### src/rtl/xs1024_pkg.sv
// Package for the xorshift1024* generator: field widths, scheme constants,
// item kind codes and the pipeline stage record. No dependencies.
`timescale 1ns / 1ps

package xs1024_pkg;

  localparam int unsigned WordW   = 64;
  localparam int unsigned IdxW    = 4;
  localparam int unsigned Words   = 16;
  localparam int unsigned InDataW = 72;  // index + word, padded to whole bytes

  localparam int unsigned ShiftA = 31;
  localparam int unsigned ShiftB = 11;
  localparam int unsigned ShiftC = 30;

  localparam logic [63:0] Mult   = 64'd1181783497276652981;
  localparam logic [31:0] MultLo = Mult[31:0];
  localparam logic [31:0] MultHi = Mult[63:32];

  typedef enum logic [0:0] {
    FUNC_SEED = 1'b0,
    FUNC_GEN  = 1'b1
  } func_e;

  // Item in the read/modify stage, next to the registered memory data.
  typedef struct packed {
    func_e             func;
    logic [IdxW-1:0]   wr_addr;   // seed index, or the advanced position
    logic [WordW-1:0]  seed_word;
    logic              fwd_a;     // word at position was written on the read edge
    logic              fwd_b;     // word after position was written on the read edge
    logic              vld_a;     // word at position has been written since reset
    logic              vld_b;
  } s1_t;

endpackage

### src/rtl/xorshift1024_star_generator_unit.sv
// xorshift1024* generator: state ring in a two-read-port memory, xorshift
// update with write-back forwarding, and a split constant multiply.
// Depends on xs1024_pkg.
`timescale 1ns / 1ps

// Channel   | Dir | tdata (low bit up)                   | tuser
// ----------+-----+--------------------------------------+----------------------
// s_axis    | in  | seed_index[3:0], seed_word[67:4], 0s | func (0 seed, 1 gen)
// m_axis    | out | random_value[63:0]                   | -
//
// One item per cycle sustained while m_axis is not stalled. A generate beat
// passes through the memory read on the accepting edge, then xorshift and
// write-back, partial products and the final sum; the memory read-modify-write
// loop is closed by forwarding the written word to the reads on the same edge.
// Seed beats write one state word and give no result.
// Reset (rst_ni low) clears the position, the pipeline and a valid bit per
// state word; an unwritten word reads as zero, so no clearing pass is needed.
// Each stage advances when the next one is empty or advancing, so bubbles
// collapse and input is taken while a result waits on m_axis if a stage is free.

module xorshift1024_star_generator_unit (
  input  logic                            clk_i,
  input  logic                            rst_ni,

  input  logic                            s_axis_tvalid_i,
  output logic                            s_axis_tready_o,
  // [3:0] seed_index, [67:4] seed_word, [71:68] zero
  input  logic [xs1024_pkg::InDataW-1:0]  s_axis_tdata_i,
  // [0] func
  input  logic                            s_axis_tuser_i,

  output logic                            m_axis_tvalid_o,
  input  logic                            m_axis_tready_i,
  // [63:0] random_value
  output logic [xs1024_pkg::WordW-1:0]    m_axis_tdata_o
);

  import xs1024_pkg::*;

  // State ring and per-word written flags
  logic [WordW-1:0] mem_q [Words];
  logic [Words-1:0] vld_q;

  logic [IdxW-1:0]  pos_q, pos_d;

  // Stage 1: registered read data plus the item
  logic             s1_v_q;
  s1_t              s1_q;
  logic [WordW-1:0] rd_a_q, rd_b_q;

  // Stage 2: new state word; stage 3: partial products; stage 4: output
  logic             s2_v_q, s3_v_q, s4_v_q;
  logic [WordW-1:0] s2_word_q;
  logic [WordW-1:0] s3_ll_q;
  logic [31:0]      s3_lh_q, s3_hl_q;
  logic [WordW-1:0] s4_out_q;

  logic             adv1, adv2, adv3, adv4;
  logic             in_acc;
  func_e            in_func;
  logic [IdxW-1:0]  in_idx;
  logic [WordW-1:0] in_word;
  logic [IdxW-1:0]  rd_addr_a, rd_addr_b;

  logic             wr_en;
  logic [IdxW-1:0]  wr_addr;
  logic [WordW-1:0] wr_data;

  logic [WordW-1:0] w0, w1, t1, t2, new_word;
  logic [WordW-1:0] mul_ll;
  logic [31:0]      mul_lh, mul_hl;

  // Stage advance chain: a stage moves when the one after it is free
  assign adv4 = !s4_v_q || m_axis_tready_i;
  assign adv3 = !s3_v_q || adv4;
  assign adv2 = !s2_v_q || adv3;
  assign adv1 = !s1_v_q || adv2;

  assign s_axis_tready_o = adv1;
  assign in_acc  = s_axis_tvalid_i && s_axis_tready_o;
  assign in_func = func_e'(s_axis_tuser_i);
  assign in_idx  = s_axis_tdata_i[IdxW-1:0];
  assign in_word = s_axis_tdata_i[IdxW +: WordW];

  // Generate reads the word at the position and the one after it
  assign rd_addr_a = pos_q;
  assign rd_addr_b = pos_q + 4'd1;

  always_comb begin
    pos_d = pos_q;
    if (in_acc) begin
      if (in_func == FUNC_SEED) begin
        pos_d = '0;
      end else begin
        pos_d = rd_addr_b;
      end
    end
  end

  // Stage 1 data with forwarding from the write on the read edge
  always_comb begin
    w0 = s1_q.fwd_a ? s2_word_q : (s1_q.vld_a ? rd_a_q : '0);
    w1 = s1_q.fwd_b ? s2_word_q : (s1_q.vld_b ? rd_b_q : '0);
    t1 = w1 ^ (w1 << ShiftA);
    t2 = t1 ^ (t1 >> ShiftB);
    new_word = w0 ^ (w0 >> ShiftC) ^ t2;
  end

  // Single write port: seeds and generated words both retire from stage 1
  assign wr_en   = s1_v_q && adv2;
  assign wr_addr = s1_q.wr_addr;
  assign wr_data = (s1_q.func == FUNC_SEED) ? s1_q.seed_word : new_word;

  always_ff @(posedge clk_i) begin
    if (wr_en) begin
      mem_q[wr_addr] <= wr_data;
    end
    if (in_acc) begin
      rd_a_q <= mem_q[rd_addr_a];
      rd_b_q <= mem_q[rd_addr_b];
    end
  end

  always_ff @(posedge clk_i or negedge rst_ni) begin
    if (!rst_ni) begin
      vld_q  <= '0;
      pos_q  <= '0;
      s1_v_q <= 1'b0;
      s2_v_q <= 1'b0;
      s3_v_q <= 1'b0;
      s4_v_q <= 1'b0;
    end else begin
      if (wr_en) begin
        vld_q[wr_addr] <= 1'b1;
      end
      pos_q <= pos_d;
      if (adv1) s1_v_q <= in_acc;
      if (adv2) s2_v_q <= s1_v_q && (s1_q.func == FUNC_GEN);
      if (adv3) s3_v_q <= s2_v_q;
      if (adv4) s4_v_q <= s3_v_q;
    end
  end

  // Payload registers: the item with forward and valid flags, written word, products, output
  always_ff @(posedge clk_i) begin
    if (in_acc) begin
      s1_q.func      <= in_func;
      s1_q.wr_addr   <= (in_func == FUNC_SEED) ? in_idx : rd_addr_b;
      s1_q.seed_word <= in_word;
      s1_q.fwd_a     <= wr_en && (wr_addr == rd_addr_a);
      s1_q.fwd_b     <= wr_en && (wr_addr == rd_addr_b);
      s1_q.vld_a     <= vld_q[rd_addr_a];
      s1_q.vld_b     <= vld_q[rd_addr_b];
    end
    // Hold the written word: it also serves as the forwarding source
    if (wr_en) begin
      s2_word_q <= wr_data;
    end
    if (adv3) begin
      s3_ll_q <= mul_ll;
      s3_lh_q <= mul_lh;
      s3_hl_q <= mul_hl;
    end
    if (adv4) begin
      s4_out_q <= s3_ll_q + {s3_lh_q + s3_hl_q, 32'd0};
    end
  end

  // Low 64 bits of word * Mult from three 32x32 products
  assign mul_ll = 64'(s2_word_q[31:0]) * 64'(MultLo);
  assign mul_lh = s2_word_q[31:0] * MultHi;
  assign mul_hl = s2_word_q[63:32] * MultLo;

  assign m_axis_tvalid_o = s4_v_q;
  assign m_axis_tdata_o  = s4_out_q;

  // A seed beat rewinds the position
  a_seed_rewinds: assert property (@(posedge clk_i) disable iff (!rst_ni)
    in_acc && (in_func == FUNC_SEED) |=> pos_q == '0)
    else $error("position not cleared after seed beat");

  // A generate beat advances the position by one
  a_gen_advances: assert property (@(posedge clk_i) disable iff (!rst_ni)
    in_acc && (in_func == FUNC_GEN) |=> pos_q == $past(pos_q) + 4'd1)
    else $error("position not advanced after generate beat");

  // A generate item writes back at the advanced position
  a_gen_writeback: assert property (@(posedge clk_i) disable iff (!rst_ni)
    in_acc && (in_func == FUNC_GEN) |=> s1_v_q && (s1_q.wr_addr == pos_q))
    else $error("generate write-back address differs from position");

  // Only generate items reach the multiply stages
  a_no_seed_result: assert property (@(posedge clk_i) disable iff (!rst_ni)
    s1_v_q && adv2 && (s1_q.func == FUNC_SEED) |=> !s2_v_q)
    else $error("seed item entered the result pipeline");

endmodule

### config.mk
export PLATFORM = sky130hd
export DESIGN_NAME = xorshift1024_star_generator_unit
export DESIGN_NICKNAME = d
export VERILOG_FILES = /design/src/rtl/xs1024_pkg.sv /design/src/rtl/xorshift1024_star_generator_unit.sv
export SDC_FILE = /design/constraint.sdc
export NUM_CORES = 2
export LEC_CHECK = 0
export CAP_MARGIN = 10
export CORE_ASPECT_RATIO = 0.8
export CORE_MARGIN = 2
export CORE_UTILIZATION = 54
export DETAILED_ROUTE_END_ITERATION = 7
export DONT_BUFFER_PORTS = 1
export HOLD_SLACK_MARGIN = 0.08
export PLACE_DENSITY = 0.69
export SLEW_MARGIN = 15
export SYNTH_ARGS = -nofsm -noshare
export SYNTH_HDL_FRONTEND = slang
export SYNTH_SLANG_ARGS = --single-unit
### constraint.sdc
create_clock -name clk_i -period 10 [get_ports clk_i]
set_input_delay 1 -clock clk_i [delete_from_list [all_inputs] [get_ports clk_i]]
set_output_delay 1 -clock clk_i [all_outputs]
set_load 0.01 [all_outputs]
# After elaboration in Yosys (flattened, before gate mapping)
# Memories as Yosys holds them, arrays and structs flattened. A register that Yosys moved wholly into a read port is not among the register bits.
# Index checks and enable logic that the tools add are counted.
dict set report word_totals {
  reg_bits 350
  input_bits 77
  output_inout_bits 66
  ramBits 1024
  memories 1
}
# name words word_bits rd rd_clocked_by_memory_dff write_ports line
set mem_list {}
lappend mem_list {mem_q 16 64 2 2 1 xorshift1024_star_generator_unit.sv:41} ;# logic [WordW-1:0] mem_q [Words];
dict set report op_classes {
  eq_ne 2
  n_lt_le_gt_ge 4
  muxes 15
  bitwise_logic 5
  n_reduce_logical 14
  n_addsub 3
  n_mul 3
}
# operator n
set ops {}
lappend ops {{64-bit two-way mux} 5}
lappend ops {{64-bit XOR} 2}
lappend ops {{63-bit by 64-bit adder with 64-bit output} 1}
lappend ops {{64-bit by 34-bit XOR with 64-bit output} 1}
lappend ops {{64-bit by 53-bit XOR with 64-bit output} 1}
lappend ops {{32-bit by 31-bit multiplier with 63-bit output, second input constant} 1}
lappend ops {{32-bit adder} 1}
lappend ops {{32-bit by 27-bit multiplier with 30-bit output, second input constant} 1}
lappend ops {{32-bit by 31-bit multiplier with 32-bit output, second input constant} 1}
lappend ops {{16-bit bitwise OR} 1}
lappend ops {{4-bit by 5-bit less-than comparator with 1-bit output, second input constant} 3}
lappend ops {{1-bit binary-select mux with 4-bit select} 2}
lappend ops {{4-bit equality test} 2}
lappend ops {{4-bit two-way mux} 2}
lappend ops {{1-bit logical AND} 6}
lappend ops {{1-bit two-way mux} 5}
lappend ops {{4-bit by 1-bit adder with 4-bit output, second input constant} 1}
lappend ops {{1-bit demux with 4-bit select} 1}
lappend ops {{4-bit by 1-bit greater-or-equal comparator with 1-bit output, second input constant} 1}
lappend ops {{1-bit zero test} 4}
lappend ops {{1-bit logical OR} 4}

# Logic depth before layout (Yosys ltp)
dict set report depth {
  word_depth 7
  ltp_mapped 26
  depth_no_buf 26
}

# Least setup slack after synthesis
# No wires, ideal clock.
dict set report synth_timing {
  kind {input to register}
  startpoint {in m_axis_tready_i}
  endpoint {reg vld_q[12]}
  setup_slack_ps 2055
  path_stages 7
  setup_time_ps 92
  arrival_ps 7853
  cell_sequence {nor2b_1 nand3_1 nand2_1 inv_1 nand3_1 nor3_1 or2_2}
}
dict set report synth_via {
  elab_chain_len 4
}
# item line
set synth_lines {}
lappend synth_lines {{start, declared} xorshift1024_star_generator_unit.sv:33} ;# input logic m_axis_tready_i,
lappend synth_lines {{1-bit logical OR} xorshift1024_star_generator_unit.sv:74} ;# assign adv4 = !s4_v_q || m_axis_tready_i;
lappend synth_lines {{1-bit logical OR} xorshift1024_star_generator_unit.sv:75} ;# assign adv3 = !s3_v_q || adv4;
lappend synth_lines {{1-bit logical OR} xorshift1024_star_generator_unit.sv:76} ;# assign adv2 = !s2_v_q || adv3;
lappend synth_lines {{1-bit logical AND} xorshift1024_star_generator_unit.sv:110} ;# assign wr_en = s1_v_q && adv2;
lappend synth_lines {{named net wr_en} xorshift1024_star_generator_unit.sv:65} ;# logic wr_en;
lappend synth_lines {{end signal, assigned} xorshift1024_star_generator_unit.sv:126} ;# vld_q <= '0;
lappend synth_lines {{end signal, assigned by index} xorshift1024_star_generator_unit.sv:134} ;# vld_q[wr_addr] <= 1'b1;
lappend synth_lines {{end, declared} xorshift1024_star_generator_unit.sv:42} ;# logic [Words-1:0] vld_q;
# The timed path passes the listed nets, and every way through them passes these cells.
# A chain may end at the register's enable or synchronous reset.

# Final worst setup path
dict set report layout_timing {
  startpoint {reg s2_word_q[8]}
  endpoint {reg s3_ll_q[58], data pin}
}
dict set report layout_via {
  elab_chain_len 1
}
# item line
set layout_lines {}
lappend layout_lines {{start, declared} xorshift1024_star_generator_unit.sv:53} ;# logic [WordW-1:0] s2_word_q;
lappend layout_lines {{start signal, assigned} xorshift1024_star_generator_unit.sv:157} ;# s2_word_q <= wr_data;
lappend layout_lines {{32-bit by 31-bit multiplier with 63-bit output} xorshift1024_star_generator_unit.sv:170} ;# assign mul_ll = 64'(s2_word_q[31:0]) * 64'(MultLo);
lappend layout_lines {{named net mul_ll[58]} xorshift1024_star_generator_unit.sv:70} ;# logic [WordW-1:0] mul_ll;
lappend layout_lines {{end signal, assigned} xorshift1024_star_generator_unit.sv:160} ;# s3_ll_q <= mul_ll;
lappend layout_lines {{end, declared} xorshift1024_star_generator_unit.sv:54} ;# logic [WordW-1:0] s3_ll_q;
# The timed path passes the listed nets, and every way through them passes these cells.

==> results.md <==
* CP Launch Point: s2_word_q[8]
* RR Endpoint: s3_ll_q[58]
* Final Util at between 50% and 60%
* Syn nets at 8,826
* YS warnings at 0
* Largest fanout on the critical path at 7
* Worst Path Required at ~11,000 ps
* Slew HR at 14.5%
* Worst Path Arrival at around 9400 ps
* CTS max path bufs at 3
* Setup crit end: s3_ll_q[58]
* Routed WL at 301,000 µm
* Post-synthesis sequential area ratio at approximately 44%
* CP peak stage delay at roughly 750 ps
* Number of CTS-inserted buffers at about 150
* Core region area at approximately 190,000 µm²
* Worst-Margin Slew at roughly 1300 ps
* GRT Util Overall at a little under a third
* Crit-path cells: inv_1 > fa_1 > inv_1 > fa_1 > fa_1 > fa_1 > fa_1 > fa_1 > fa_1 > inv_1 > fa_1 > inv_1 > ha_1 > and4_1 > nand4_1 > o21ai_1 > or3b_1 > o21ai_1 > a21oi_1 > nor3_1 > o21bai_1 > xor2_1
* Routability congestion estimate at 1.00
* Initial Util at around 54%
* Yosys top cell by area: edfxtp_1
* Die Y at about 390 µm
* Global-route wire length before repair at 439,000 µm
* DR vias/cell at roughly 6.3
* Synthesized area per cell at roughly 14 µm²
* Largest net degree at the start of global routing at 138
* Startpoint Class: flop
* Tcrit/Tclk final at between 80% and 90%
* Hold Crit Class: primary input to flop
* EDFF count, synth at roughly 1,500
* Layout Nets at ~9,000
* CTS Sinks at 1,498
* Final slew viol count at 0
* FF-to-FF Start: s2_word_q[8]
* R2R cell count at 22
* Max Cap Violations at 0
* Via count at 62,400
* Grt total ovfl at 0
* Synth top area share at between 40% and 50%
* Final Hold Vio Count at 0
* Placed instance count at a little under 10,000
* Layout cell share with drive strength beyond 1 at 13.5%
* CTS Root Cell: clkbuf_16
* Non-filler cells in the finished layout at between 9,000 and 10,000
* DRC viols at 0
* Setup repair bufs after CTS at 0
* Crit path time final at approximately 9000 ps
* R2R setup slack at between 1000 and 1500 ps
* Drt initial violations at around 7,000
* Worst Skew at slightly above 70 ps
* Final HPWL DP at approximately 210,000 µm
* Chip width at about 490 µm
* Final setup violation count at 0
* Critical Path End Type: flop
* Status: finished clean
* Top FF cell, synth: edfxtp_1
* Setup TNS at 0 ps
* Synth top area cells: edfxtp_1 43%, fa_1 16%, mux4_2 10%
* Yosys reg bits at roughly 1,500
* FMAX at around 0.11 GHz
* Pre-antenna DRT Iters at 8
* Netlist cell types at 86
* Asr flop ratio synth at under 10%
* Antenna violations before repair at 11
* CTS tree: done
* Top-Level Pins at between 100 and 150
* Crit path max-delay cell type: edfxtp_1
* Post-Syn Instances at between 7,000 and 8,000
* WL/cell at roughly 30 µm
* CTS clock-pin slew for the worst setup and hold paths at about 60 ps
* Worst Path Class, Setup: flop to flop
* Clock insertion delay at the later pin of the skew report at roughly 840 ps
* Die area at approximately 190,000 µm²
* P&R area growth vs syn at 8.48%
* # port buffers at 0
* Antenna-violating nets left at 0
* Vias in the first global route at between 60,000 and 70,000
* H-tree depth at 4
* Cell mode on critical path: fa_1
* # rows at between 100 and 150
* Mapped Area at 102,000 µm²
* RSZ-0062 raised after global routing: no
-- cells in the mapped netlist, types with 15 or more instances --
cell	n
dfrtp_1	24
or3_1	16
a221oi_1	81
a21oi_1	254
nand2_1	187
a21o_1	60
o21ai_1	25
edfxtp_1	1474
o21bai_1	24
fa_1	826
inv_1	1175
a22oi_1	171
xor2_1	108
nor2_1	168
buf_2	27
o211ai_1	15
a211oi_1	16
o21a_1	27
mux2_2	76
o21ai_0	185
xnor2_1	318
nor3_1	38
nor2b_1	26
clkbuf_1	176
mux2i_1	196
mux4_2	455
buf_1	48
ha_1	716
and3_1	18
nand3_1	71
nand2b_1	27
or2_2	19
-- final cells by class --
cell class	count	area, µm²
fill	14500	76900
timing repair buffer	143	1150
clock inverter	95	951
tap	2520	3150
sequential	1498	44900
clock buffer	183	4040
inverter	1175	4420
multi-input combinational	4283	51800
antenna	4	10.0
-- routing by layer --
layer | part of all wire [%] | GRT usage [%] | vias up | routed length, µm
met2 | 45 | 49.2 | 3397 | 136000
met5 | 0.013 | 0 | - | 40
met3 | 10 | 6.74 | 678 | 31000
met1 | 39 | 43.4 | 32300 | 116000
met4 | 5.9 | 16.0 | 8 | 17700
li1 | - | - | 26100 | -
-- through the flow --
stage	cell area, µm²	worst slack [ps]	hold WS, ps
2_1_floorplan	102000	2060	400
3_3_place_gp	105000	1410	404
3_5_place_dp	105000	1370	405
4_1_cts	110000	1350	213
5_1_grt	110000	1020	229
6_report	110000	1190	257
-- cell families (layout without fill, tap and decap cells) --
group	after synthesis	after routing	synth area share, %
flip-flops	1498	1498	44.1
AND/OR/NAND/NOR	627	627	2.90
AO/OA/AOI/OAI	961	961	6.17
adder cells (fa/ha/maj)	1542	1542	25.1
XOR/XNOR	426	426	3.67
other	0	4	0
buffers and inverters	1426	1596	5.29
multiplexers	727	727	12.8
-- sequential cells by signal (all words and copies together) (netlist names) --
name	cells
s1_v_q	1
s3_lh_q	30
rd_b_q	64
s2_v_q	1
rd_a_q	64
s3_hl_q	32
m_axis_tvalid_o	1
s1_q	69
s2_word_q	64
vld_q	16
s3_v_q	1
wr_addr	4
mem_q	1024
m_axis_tdata_o	64
pos_q	4
s3_ll_q	59
-- critical path: cells and delay by family (launching register included) --
kind / cells / cell delay, ps
compound gates: 4 / 1090
simple gates: 4 / 1520
fa+ha+maj: 9 / 4330
flops: 1 / 750
buf+inv: 4 / 650
xor+xnor: 1 / 170
-- worst min path at each step --
stage,from,endpoint,slack (ps),cells after the start
2_1_floorplan,s3_ll_q[10],m_axis_tdata_o[10],400,0
3_3_place_gp,s3_ll_q[6],m_axis_tdata_o[6],400,0
3_5_place_dp,s3_ll_q[27],m_axis_tdata_o[27],400,0
4_1_cts,s_axis_tdata_i[11],s1_q[11],210,0
5_1_grt,s_axis_tdata_i[14],s1_q[14],230,0
6_report,s_axis_tdata_i[14],s1_q[14],260,0
-- what timing repair did --
item,CTS,global route
endpoints found under the hold margin,24,0
hold buffers,2,0
setup endpoints to repair,0,0
resized for setup,0,0
-- cells in the final DEF, fill, tap and decap left out, types with 23 or more instances in the layout --
cell       Yosys  routed
xnor2_1      318     317
xor2_1       108     107
a21oi_1      254     228
clkbuf_16      0     156
o21a_1        27      27
nor2_1       168     156
nand2b_1      27      26
o21ai_0      185     185
o21ai_1       25      25
nand3_1       71      71
clkinv_2       0      27
nor2b_1       26      23
nand2_1      187     185
edfxtp_1    1474    1474
clkbuf_1     176      24
o21bai_1      24      24
ha_1         716     715
clkinv_1       0      35
mux2_2        76      76
a21o_1        60      60
mux2i_1      196     196
a221oi_1      81      81
a21oi_2        2      28
a22oi_1      171     171
buf_4          0     137
fa_1         826     826
inv_1       1175    1172
nor3_1        38      34
mux4_2       455     455
Power is not shown: default switching activity piles up to over one toggle a cycle in this logic, so the estimate is an artifact.
